**config.mk**
```make
export PLATFORM = sky130hd
export DESIGN_NAME = calculator_key_engine_top
export DESIGN_NICKNAME = d
export VERILOG_FILES = /design/src/rtl/cke_pkg.sv /design/src/rtl/cke_serial_unit.sv /design/src/rtl/calculator_key_engine_top.sv
export VERILOG_INCLUDE_DIRS = /design/src /design/src/rtl
export SDC_FILE = /design/constraint.sdc
export NUM_CORES = 2
export LEC_CHECK = 0
export ABC_AREA = 0
export BUFFER_PORTS_ARGS = -buffer_cell sky130_fd_sc_hd__buf_2
export CAP_MARGIN = 15
export CORE_MARGIN = 2
export CORE_UTILIZATION = 45
export DETAILED_ROUTE_END_ITERATION = 12
export MAX_ROUTING_LAYER = met4
export PLACE_DENSITY_LB_ADDON = 0.15
export SLEW_MARGIN = 40
export SYNTH_ARGS = -nofsm -noshare
export SYNTH_HDL_FRONTEND = slang
export SYNTH_SLANG_ARGS = --single-unit
```
**constraint.sdc**
```tcl
create_clock -name clk -period 22.2 [get_ports clk]
set_input_delay 1.11 -clock clk [delete_from_list [all_inputs] [get_ports clk]]
set_output_delay 1.11 -clock clk [all_outputs]
set_load 0.03 [all_outputs]
```
**src/rtl/calculator_key_engine_top_macros.svh**
```systemverilog
// ----------------------------------------------------------------------------
// Calculator key engine assertion macros
// Shared concurrent assertion shorthands for the key engine RTL.
// ----------------------------------------------------------------------------
`ifndef CALCULATOR_KEY_ENGINE_TOP_MACROS_SVH
`define CALCULATOR_KEY_ENGINE_TOP_MACROS_SVH

// Same-cycle implication, checked out of reset
`define CKE_ASSERT_IMPL(lbl, ante, cons) \
  lbl: assert property (@(posedge clk) disable iff (!rst_n) (ante) |-> (cons)) \
    else $error("key engine same-cycle check failed");

// Next-cycle implication, checked out of reset
`define CKE_ASSERT_NEXT(lbl, ante, cons) \
  lbl: assert property (@(posedge clk) disable iff (!rst_n) (ante) |=> (cons)) \
    else $error("key engine next-cycle check failed");

`endif

```
**src/rtl/cke_pkg.sv**
```systemverilog
// ----------------------------------------------------------------------------
// Calculator key engine package
// Key codes, operator codes, state encodings and shared structs.
// ----------------------------------------------------------------------------
package cke_pkg;

  // Key codes
  typedef enum logic [3:0] {
    CMD_DIGIT   = 4'd0,
    CMD_NEGATE  = 4'd1,
    CMD_ROOT    = 4'd2,
    CMD_POINT   = 4'd3,
    CMD_ADD     = 4'd4,
    CMD_SUB     = 4'd5,
    CMD_MUL     = 4'd6,
    CMD_DIV     = 4'd7,
    CMD_EQUALS  = 4'd8,
    CMD_CLEAR   = 4'd9,
    CMD_PERCENT = 4'd10
  } cmd_t;

  // Pending operator codes
  localparam logic [2:0] OP_NONE = 3'd0;
  localparam logic [2:0] OP_ADD  = 3'd1;
  localparam logic [2:0] OP_SUB  = 3'd2;
  localparam logic [2:0] OP_MUL  = 3'd3;
  localparam logic [2:0] OP_DIV  = 3'd4;

  // Offset from an operator key code to its operator code
  localparam logic [3:0] CMD_OP_BASE = 4'd3;

  // Divisor for percent
  localparam logic [63:0] PERCENT_DIV = 64'd100;

  typedef enum logic [1:0] {
    S_IDLE,
    S_DIGIT,
    S_WAIT,
    S_OUT
  } state_t;

  typedef enum logic [1:0] {
    K_MUL,
    K_DIV,
    K_ROOT
  } kind_t;

  // Control into the serial unit
  typedef struct packed {
    logic  start;
    kind_t kind;
  } unit_ctl_t;

  // Status out of the serial unit
  typedef struct packed {
    logic busy;
    logic done;
  } unit_stat_t;

  // Saturated value with overflow mark
  typedef struct packed {
    logic [63:0] val;
    logic        ov;
  } sat_res_t;

endpackage

```
**src/rtl/cke_serial_unit.sv**
```systemverilog
// ----------------------------------------------------------------------------
// Calculator key engine serial arithmetic unit
// Bit-serial multiply, restoring divide and digit-by-digit square root.
// ----------------------------------------------------------------------------
module cke_serial_unit
  import cke_pkg::*;
(
  input  logic         clk,
  input  logic         rst_n,
  input  unit_ctl_t    ctl,
  input  logic [127:0] opa,   // multiplier, dividend or radicand
  input  logic [63:0]  opb,   // multiplicand or divisor
  output unit_stat_t   stat,
  output logic [127:0] res    // product, quotient or root
);

  logic         busy_r, busy_nxt;
  logic         done_r, done_nxt;
  kind_t        kind_r, kind_nxt;
  logic [6:0]   cnt_r, cnt_nxt;
  logic [127:0] sh_r, sh_nxt;
  logic [127:0] acc_r, acc_nxt;
  logic [65:0]  rem_r, rem_nxt;
  logic [63:0]  opb_r, opb_nxt;

  logic [64:0]  mul_sum;
  logic [64:0]  div_rem;
  logic [65:0]  root_rem;
  logic [65:0]  root_trial;

  // Load a new operation on start, else run one step of the selected operation
  always_comb begin
    busy_nxt   = busy_r;
    done_nxt   = 1'b0;
    kind_nxt   = kind_r;
    cnt_nxt    = cnt_r;
    sh_nxt     = sh_r;
    acc_nxt    = acc_r;
    rem_nxt    = rem_r;
    opb_nxt    = opb_r;
    mul_sum    = {1'b0, acc_r[127:64]} + (sh_r[0] ? {1'b0, opb_r} : 65'd0);
    div_rem    = {rem_r[63:0], sh_r[127]};
    root_rem   = {rem_r[63:0], sh_r[127:126]};
    root_trial = {acc_r[63:0], 2'b01};
    if (ctl.start) begin
      busy_nxt = 1'b1;
      kind_nxt = ctl.kind;
      cnt_nxt  = (ctl.kind == K_DIV) ? 7'd127 : 7'd63;
      sh_nxt   = opa;
      acc_nxt  = '0;
      rem_nxt  = '0;
      opb_nxt  = opb;
    end else if (busy_r) begin
      unique case (kind_r)
        K_MUL: begin
          acc_nxt = {mul_sum, acc_r[63:1]};
          sh_nxt  = {1'b0, sh_r[127:1]};
        end
        K_DIV: begin
          sh_nxt = {sh_r[126:0], 1'b0};
          if (div_rem >= {1'b0, opb_r}) begin
            rem_nxt = {1'b0, div_rem - {1'b0, opb_r}};
            acc_nxt = {acc_r[126:0], 1'b1};
          end else begin
            rem_nxt = {1'b0, div_rem};
            acc_nxt = {acc_r[126:0], 1'b0};
          end
        end
        K_ROOT: begin
          sh_nxt = {sh_r[125:0], 2'b00};
          if (root_rem >= root_trial) begin
            rem_nxt = root_rem - root_trial;
            acc_nxt = {acc_r[126:0], 1'b1};
          end else begin
            rem_nxt = root_rem;
            acc_nxt = {acc_r[126:0], 1'b0};
          end
        end
        default: begin
          busy_nxt = 1'b0;
        end
      endcase
      if (cnt_r == 7'd0) begin
        busy_nxt = 1'b0;
        done_nxt = 1'b1;
      end else begin
        cnt_nxt = cnt_r - 7'd1;
      end
    end
  end

  // Hold control state
  always_ff @(posedge clk) begin
    if (!rst_n) begin
      busy_r <= 1'b0;
      done_r <= 1'b0;
    end else begin
      busy_r <= busy_nxt;
      done_r <= done_nxt;
    end
  end

  // Advance the datapath
  always_ff @(posedge clk) begin
    kind_r <= kind_nxt;
    cnt_r  <= cnt_nxt;
    sh_r   <= sh_nxt;
    acc_r  <= acc_nxt;
    rem_r  <= rem_nxt;
    opb_r  <= opb_nxt;
  end

  assign stat.busy = busy_r;
  assign stat.done = done_r;
  assign res       = acc_r;

endmodule

```
**src/rtl/calculator_key_engine_top.sv**
```systemverilog
// Key transfer to result transfer: most keys go through S_OUT, digits through S_DIGIT
// then S_OUT; a key completing a multiply or taking a square root (64 serial unit
// steps) or completing a divide or taking a percent (128) goes through S_WAIT, S_OUT.
// One key at a time: the next key is taken in the cycle after the result register
// loads, even while that result still waits on the output.
// Reset (rst_n low, synchronous): zero value, no operator, fresh entry.
// ----------------------------------------------------------------------------
// Calculator key engine top level
// Immediate-execution four-function calculator over signed fixed point.
// ----------------------------------------------------------------------------
`include "calculator_key_engine_top_macros.svh"

module calculator_key_engine_top
  import cke_pkg::*;
#(
  parameter int VALUE_WIDTH = 64,
  parameter int FRAC_BITS   = 24
) (
  input  logic        clk,
  input  logic        rst_n,
  input  logic        in_tvalid,
  output logic        in_tready,
  input  logic [7:0]  in_tdata,   // [3:0] digit, [7:4] zero
  input  logic [3:0]  in_tuser,   // [3:0] cmd
  output logic        out_tvalid,
  input  logic        out_tready,
  output logic [71:0] out_tdata   // [63:0] shown_value, [66:64] pending_operator,
                                  // [67] error_flag, [68] overflow_flag, [71:69] zero
);

  localparam logic [63:0] POS_LIM = (64'd1 << (VALUE_WIDTH - 1)) - 64'd1;

  state_t      state_r, state_nxt;
  logic [63:0] acc_r, acc_nxt;
  logic [63:0] entry_r, entry_nxt;
  logic [2:0]  pend_r, pend_nxt;
  logic        fresh_r, fresh_nxt;
  logic        err_r, err_nxt;
  logic        ov_r, ov_nxt;
  cmd_t        cmd_r, cmd_nxt;
  logic        sgn_r, sgn_nxt;
  logic [3:0]  dig_r, dig_nxt;
  logic [67:0] tmp_r, tmp_nxt;

  logic        out_valid_r, out_valid_nxt;
  logic [71:0] out_data_r, out_data_nxt;

  unit_ctl_t    ctl;
  unit_stat_t   ustat;
  logic [127:0] opa;
  logic [63:0]  opb;
  logic [127:0] ures;

  cmd_t        cmd_in;
  logic [63:0] acc_mag, entry_mag;
  logic [67:0] base68, sum68;
  sat_res_t    sr;
  logic [2:0]  op_of_cmd;

  // Clamp a signed wide value to the value range
  function automatic sat_res_t sat_signed(input logic signed [67:0] x);
    sat_res_t r;
    logic signed [67:0] hi, lo;
    hi   = $signed({4'd0, POS_LIM});
    lo   = -hi - 68'sd1;
    r.ov = 1'b0;
    r.val = x[63:0];
    if (x > hi) begin
      r.val = POS_LIM;
      r.ov  = 1'b1;
    end else if (x < lo) begin
      r.val = lo[63:0];
      r.ov  = 1'b1;
    end
    return r;
  endfunction

  // Clamp a sign and magnitude to the value range
  function automatic sat_res_t sat_mag(input logic neg, input logic [127:0] mag);
    sat_res_t r;
    logic [63:0] lim, m;
    lim  = POS_LIM + {63'd0, neg};
    m    = mag[63:0];
    r.ov = 1'b0;
    if ((mag[127:64] != 64'd0) || (m > lim)) begin
      m    = lim;
      r.ov = 1'b1;
    end
    r.val = neg ? (64'd0 - m) : m;
    return r;
  endfunction

  assign cmd_in    = cmd_t'(in_tuser);
  assign acc_mag   = acc_r[63] ? (64'd0 - acc_r) : acc_r;
  assign entry_mag = entry_r[63] ? (64'd0 - entry_r) : entry_r;
  assign in_tready = (state_r == S_IDLE);

  // Sequence one key through its steps
  always_comb begin
    state_nxt = state_r;
    acc_nxt   = acc_r;
    entry_nxt = entry_r;
    pend_nxt  = pend_r;
    fresh_nxt = fresh_r;
    err_nxt   = err_r;
    ov_nxt    = ov_r;
    cmd_nxt   = cmd_r;
    sgn_nxt   = sgn_r;
    dig_nxt   = dig_r;
    tmp_nxt   = tmp_r;
    ctl.start = 1'b0;
    ctl.kind  = K_MUL;
    opa       = {64'd0, acc_mag};
    opb       = entry_mag;
    base68    = fresh_r ? 68'd0 : {{4{entry_r[63]}}, entry_r};
    sum68     = 68'd0;
    sr        = '0;
    op_of_cmd = (cmd_r == CMD_EQUALS) ? OP_NONE : 3'(cmd_r - CMD_OP_BASE);
    out_valid_nxt = out_valid_r && !out_tready;
    out_data_nxt  = out_data_r;
    unique case (state_r)
      S_IDLE: begin
        if (in_tvalid) begin
          cmd_nxt   = cmd_in;
          err_nxt   = 1'b0;
          ov_nxt    = 1'b0;
          state_nxt = S_OUT;
          case (cmd_in) inside
            CMD_DIGIT: begin
              tmp_nxt   = (base68 << 3) + (base68 << 1);
              dig_nxt   = in_tdata[3:0];
              fresh_nxt = 1'b0;
              state_nxt = S_DIGIT;
            end
            CMD_NEGATE: begin
              sr        = sat_signed(68'sd0 - $signed({{4{entry_r[63]}}, entry_r}));
              entry_nxt = sr.val;
              ov_nxt    = sr.ov;
              fresh_nxt = 1'b0;
            end
            CMD_ROOT: begin
              if (entry_r[63]) begin
                err_nxt = 1'b1;
              end else if (!fresh_r) begin
                ctl.start = 1'b1;
                ctl.kind  = K_ROOT;
                opa       = {64'd0, entry_r} << FRAC_BITS;
                state_nxt = S_WAIT;
              end
            end
            CMD_POINT: begin
              fresh_nxt = 1'b0;
            end
            CMD_ADD, CMD_SUB, CMD_MUL, CMD_DIV, CMD_EQUALS: begin
              if (pend_r != OP_NONE && !fresh_r) begin
                if (pend_r == OP_ADD || pend_r == OP_SUB) begin
                  sum68 = (pend_r == OP_ADD)
                        ? {{4{acc_r[63]}}, acc_r} + {{4{entry_r[63]}}, entry_r}
                        : {{4{acc_r[63]}}, acc_r} - {{4{entry_r[63]}}, entry_r};
                  sr        = sat_signed(sum68);
                  acc_nxt   = sr.val;
                  entry_nxt = sr.val;
                  ov_nxt    = sr.ov;
                  fresh_nxt = 1'b1;
                  pend_nxt  = (cmd_in == CMD_EQUALS) ? OP_NONE : 3'(in_tuser - CMD_OP_BASE);
                end else if (pend_r == OP_DIV && entry_r == 64'd0) begin
                  err_nxt   = 1'b1;
                  acc_nxt   = 64'd0;
                  entry_nxt = 64'd0;
                  pend_nxt  = OP_NONE;
                  fresh_nxt = 1'b1;
                end else begin
                  sgn_nxt   = acc_r[63] ^ entry_r[63];
                  ctl.start = 1'b1;
                  ctl.kind  = (pend_r == OP_MUL) ? K_MUL : K_DIV;
                  opa       = (pend_r == OP_MUL) ? {64'd0, acc_mag}
                                                 : ({64'd0, acc_mag} << FRAC_BITS);
                  opb       = entry_mag;
                  state_nxt = S_WAIT;
                end
              end else if (cmd_in != CMD_EQUALS) begin
                if (pend_r == OP_NONE) begin
                  acc_nxt = entry_r;
                end
                pend_nxt  = 3'(in_tuser - CMD_OP_BASE);
                fresh_nxt = 1'b1;
              end
            end
            CMD_CLEAR: begin
              acc_nxt   = 64'd0;
              entry_nxt = 64'd0;
              pend_nxt  = OP_NONE;
              fresh_nxt = 1'b1;
            end
            CMD_PERCENT: begin
              sgn_nxt   = entry_r[63];
              ctl.start = 1'b1;
              ctl.kind  = K_DIV;
              opa       = {64'd0, entry_mag};
              opb       = PERCENT_DIV;
              fresh_nxt = 1'b1;
              state_nxt = S_WAIT;
            end
            default: begin
              state_nxt = S_OUT;
            end
          endcase
        end
      end
      S_DIGIT: begin
        sr        = sat_signed(tmp_r + (68'(dig_r) << FRAC_BITS));
        entry_nxt = sr.val;
        ov_nxt    = sr.ov;
        state_nxt = S_OUT;
      end
      S_WAIT: begin
        if (ustat.done) begin
          state_nxt = S_OUT;
          case (cmd_r)
            CMD_ROOT: begin
              sr        = sat_mag(1'b0, ures);
              entry_nxt = sr.val;
              ov_nxt    = sr.ov;
              fresh_nxt = 1'b1;
            end
            CMD_PERCENT: begin
              sr        = sat_mag(sgn_r, ures);
              entry_nxt = sr.val;
            end
            default: begin
              sr        = (pend_r == OP_MUL) ? sat_mag(sgn_r, ures >> FRAC_BITS)
                                             : sat_mag(sgn_r, ures);
              acc_nxt   = sr.val;
              entry_nxt = sr.val;
              ov_nxt    = sr.ov;
              fresh_nxt = 1'b1;
              pend_nxt  = op_of_cmd;
            end
          endcase
        end
      end
      S_OUT: begin
        if (!out_valid_r || out_tready) begin
          out_valid_nxt = 1'b1;
          out_data_nxt  = {3'd0, ov_r, err_r, pend_r, entry_r};
          state_nxt     = S_IDLE;
        end
      end
      default: begin
        state_nxt = S_IDLE;
      end
    endcase
  end

  // Hold calculator and control state
  always_ff @(posedge clk) begin
    if (!rst_n) begin
      state_r     <= S_IDLE;
      acc_r       <= 64'd0;
      entry_r     <= 64'd0;
      pend_r      <= OP_NONE;
      fresh_r     <= 1'b1;
      out_valid_r <= 1'b0;
    end else begin
      state_r     <= state_nxt;
      acc_r       <= acc_nxt;
      entry_r     <= entry_nxt;
      pend_r      <= pend_nxt;
      fresh_r     <= fresh_nxt;
      out_valid_r <= out_valid_nxt;
    end
  end

  // Hold per-key payload
  always_ff @(posedge clk) begin
    err_r      <= err_nxt;
    ov_r       <= ov_nxt;
    cmd_r      <= cmd_nxt;
    sgn_r      <= sgn_nxt;
    dig_r      <= dig_nxt;
    tmp_r      <= tmp_nxt;
    out_data_r <= out_data_nxt;
  end

  cke_serial_unit u_serial (
    .clk   (clk),
    .rst_n (rst_n),
    .ctl   (ctl),
    .opa   (opa),
    .opb   (opb),
    .stat  (ustat),
    .res   (ures)
  );

  assign out_tvalid = out_valid_r;
  assign out_tdata  = out_data_r;

  `CKE_ASSERT_IMPL(a_ready_not_busy, in_tready, !ustat.busy)
  `CKE_ASSERT_IMPL(a_done_in_wait, ustat.done, state_r == S_WAIT)
  `CKE_ASSERT_NEXT(a_start_busy, ctl.start, ustat.busy)

endmodule

```
==> out/results.ini <==
[pwr]
ir_worst_vdd_mv = 0.5122
cellPowerDensity_nw_per_um2 = 193.5
leakagePower_nw = 28.61

[clocking]
cts-root-buf = clkbuf_16
clk_pin_slew_ps = 60
cts_buffer_depth = 3
cts-hold-fix-buffers = 0
ctsHtreeMaxLevel = 3
cts_resized = 0
post_cts_buffers = 0
numCtsBuffers = 85
cts_tree = built
insertion_delay_ps = 780
clock_sinks = 677

[global_route]
grt_start_max_net_pins = 185
met3_usage_pct = 17.27
grt_overflow = 0
use_met2_pct = 66.61
grt_pass1_vias = 69070
grt_use_met1_pct = 55.69
grt_pass1_wl_mm = 518.2
antenna_found_initial = 45
busiest_layer = met2
track_usage_pct = 48.35

[drt]
vias = 76130
drt_iter0_markers = 11400
route.detailed.drc = 0
antenna_left = 0
post_drt_via_cell_ratio = 7.230
firstDrtPassIters = 7
drt-total-wl_mm = 370.2
wl_per_cell_microns = 35.16

[status]
status = completed

[timing]
setup_violations = 0
period_share_pct = 42.25
timing.max_slew.rel_slack_pct = 30.54
fmax_mhz = 106.6
fin_tns_setup_ps = 0
layout_setup_ws_ps = 12820
finalHoldViolCount = 0
rsz0062_at_grt = no
min_period_ps = 9380
clock_skew_ps = 59.53
slew_violations = 0
worstMarginPinSlew_ps = 1034

[critical_path]
path_class = flip-flop to flip-flop
cp_num_buf_inv = 5
r2r-start = sgn_r$_DFFE_PP_
end_kind = flip-flop
cp.arrival_ps = 10060
reg2reg_slack_ps = 12820
rr_endpoint = entry_r[46]$_SDFFE_PN0P_
startpoint_type = flip-flop
cp_slowest_stage_delay_ps = 710
path_max_fanout = 72
cp_top_family = simple AND/OR/NAND/NOR gates
cp_cell_sequence = buf_4 -> buf_4 -> inv_2 -> ha_1 -> nand2_1 -> or3_1 -> o41ai_1 -> a31o_2 -> o21bai_1 -> buf_4 -> nand2_1 -> buf_4 -> nand2_1 -> o21ai_0 -> ha_1 -> or3b_2 -> or4_1 -> or4_1 -> nor3_2 -> o22a_1 -> o31ai_1 -> o31ai_1 -> o211ai_1 -> a22oi_1
required_ps = 22880
cp_slowest_cell = buf_4
crit_path_frequent_cell = buf_4
worstRegToRegCells = 24

[placement]
pre_cts_ws_ps = 13060
dp_hpwl_mm = 275.8
io_buffers = 82
gp_congestion = 1.140
place_area_sq_um = 69920

[flow_run]
drv_cap = 0

[final_layout]
final_area_sq_um = 73200
nNetsFinal = 8956
fillers = 14570
syn_to_final_growth_pct = 8.696
multiInputGateArea_sq_um = 47230
drive_gt1_share_pct = 8.029
seq_area_sq_um = 17050

[hold_path]
hold_class = flip-flop to flip-flop
hold_depth = 2
hold_path_end = state_r[1]$_SDFFE_PN0P_
min-delay-start = state_r[1]$_SDFFE_PN0P_

[floorplanning]
placementRows = 141
core_area_sq_um = 148200
io_pins = 90
die_w_microns = 390.8
die_h_microns = 390.8
die_area_sq_um = 152800
initial_core_util_pct = 45.44

[yosys]
yosys.area.top_type = edfxtp_1
yosysWarnings = 0
yosysUniqueCellTypes = 106
synth.avg_cell_area_sq_um = 7.704
ys_seq_elements = 677
ys_top_cells_by_area = edfxtp_1 (16%), dfxtp_1 (9.8%), ha_1 (8.4%), a21oi_1 (5.7%), o21ai_0 (4.8%)
synth_edf_count = 348
synthArstFlopShare_pct = 0
netlist_instances = 8741
synth_top_flop_cell = edfxtp_1
yosysSeqAreaShare_pct = 25.30
netlist.area_leader.share_pct = 15.52
synth.cell_area_sq_um = 67340

==> through the flow <==
step,power (mW),hold slack (ps),util [%],std cells
3_3_place_gp,11.77,477.7,47.07,10320
5_1_grt,14.37,529.0,49.38,10520
2_1_floorplan,7.703,400.3,-,8743
4_1_cts,13.33,500.0,49.14,10480
3_5_place_dp,11.80,491.7,47.18,10320
6_report,14.17,507.1,49.39,10530
==> sequential cells by signal (all words and copies together), names as in the netlist, 3 cells and up <==
name and count:
u_serial.res 128, acc_r 64, u_serial.sh_r 128, cmd_r 4
pend_r 3, entry_r 64, u_serial.opb_r 64, out_tdata 69
tmp_r 67, u_serial.cnt_r 7, u_serial.rem_r 64, dig_r 4
==> worst max path at each step <==
stage	start	endpoint	slack [ps]	depth (start not counted)
global route	sgn_r$_DFFE_PP_	entry_r[46]$_SDFFE_PN0P_	12600	24
detailed placement	sgn_r$_DFFE_PP_	entry_r[52]$_SDFFE_PN0P_	13060	27
CTS	sgn_r$_DFFE_PP_	entry_r[52]$_SDFFE_PN0P_	13040	27
floorplan	sgn_r$_DFFE_PP_	entry_r[48]$_SDFFE_PN0P_	13420	30
global placement	sgn_r$_DFFE_PP_	entry_r[48]$_SDFFE_PN0P_	13160	28
finish	sgn_r$_DFFE_PP_	entry_r[46]$_SDFFE_PN0P_	12820	24
==> placed cells by master (no fill, tap or decap), types with 138 or more instances in the layout <==
cell type,n
nor3_1,219
a211oi_1,189
inv_1,270
nor2_1,707
dfxtp_1,323
xor2_1,236
xnor2_1,307
nand2_1,753
buf_4,246
a21oi_1,757
nand3_1,197
edfxtp_1,348
nand4_1,138
ha_1,447
a221oi_1,212
o211ai_1,160
a21o_1,239
o21ai_0,642
==> layer usage <==
layer / routed length (microns) / vias to the layer above
li1: - / 32710
met1: 134200 / 36470
met2: 149600 / 5328
met3: 46970 / 1613
met4: 39430 / 0
met5: 0 / -
==> synth_stat cells (19+ instances only) <==
library cell,count
o22ai_1,86
o221ai_1,90
nand2_1,758
and3_1,84
xor2_1,245
inv_1,271
dfxtp_1,329
nand4_1,138
o31ai_1,99
buf_1,29
nand3_1,198
nand2b_1,56
o21a_1,68
o211ai_1,160
o21ai_0,647
a221o_1,66
a21oi_1,764
or2_2,28
a31o_2,29
or4_1,55
a221oi_1,212
o2111ai_1,28
a22oi_1,69
ha_1,451
a21o_1,239
nor4_1,99
nor2b_1,113
xnor2_1,315
mux2i_1,35
edfxtp_1,348
or3_1,59
a32o_1,61
o31a_1,23
a31oi_1,109
o21bai_1,59
nor2_1,721
nor3_1,225
o311ai_0,21
a211oi_1,192
and2_1,131
clkbuf_1,632
a2111oi_0,19
==> cell families (layout without fill, tap and decap cells) <==
logic type | Yosys count | after routing | synth area share (%)
AO/OA/AOI/OAI | 3276 | 3276 | 32.78
AND/OR/NAND/NOR | 2746 | 2746 | 19.67
buffers and inverters | 963 | 776 | 5.496
flip-flops | 677 | 677 | 25.30
XOR/XNOR | 560 | 560 | 7.284
adder cells (fa/ha/maj) | 471 | 471 | 8.751
multiplexers | 47 | 47 | 0.7209
other | 1 | 47 | 0.005569
==> worst register-to-register path, delay by kind of cell (launching register included) <==
| kind | cells | cell delay (ps) |
|---|---|---|
| compound gates | 9 | 2680 |
| fa+ha+maj | 2 | 790 |
| buf+inv | 5 | 2600 |
| flops | 1 | 320 |
| simple gates | 8 | 2920 |
==> final cells by class <==
class,count,area share [%]
Multi-Input combinational cell,7103,64.53
Sequential cell,677,23.29
Timing Repair Buffer,341,3.321
Tap cell,1930,3.299
Clock buffer,98,3.029
Inverter,276,1.436
Clock inverter,61,0.9453
Antenna cell,44,0.1504
==> power by group <==
group / leakage, nW / switching (mW) / internal [mW] / total (mW)
Sequential: 5.96 / 0.511 / 1.62 / 2.13
Clock: 1.42 / 0.646 / 0.852 / 1.50
Combinational: 21.2 / 7.56 / 2.97 / 10.5
Total: 28.6 / 8.72 / 5.44 / 14.2
Power figures use the tool's default switching activity.
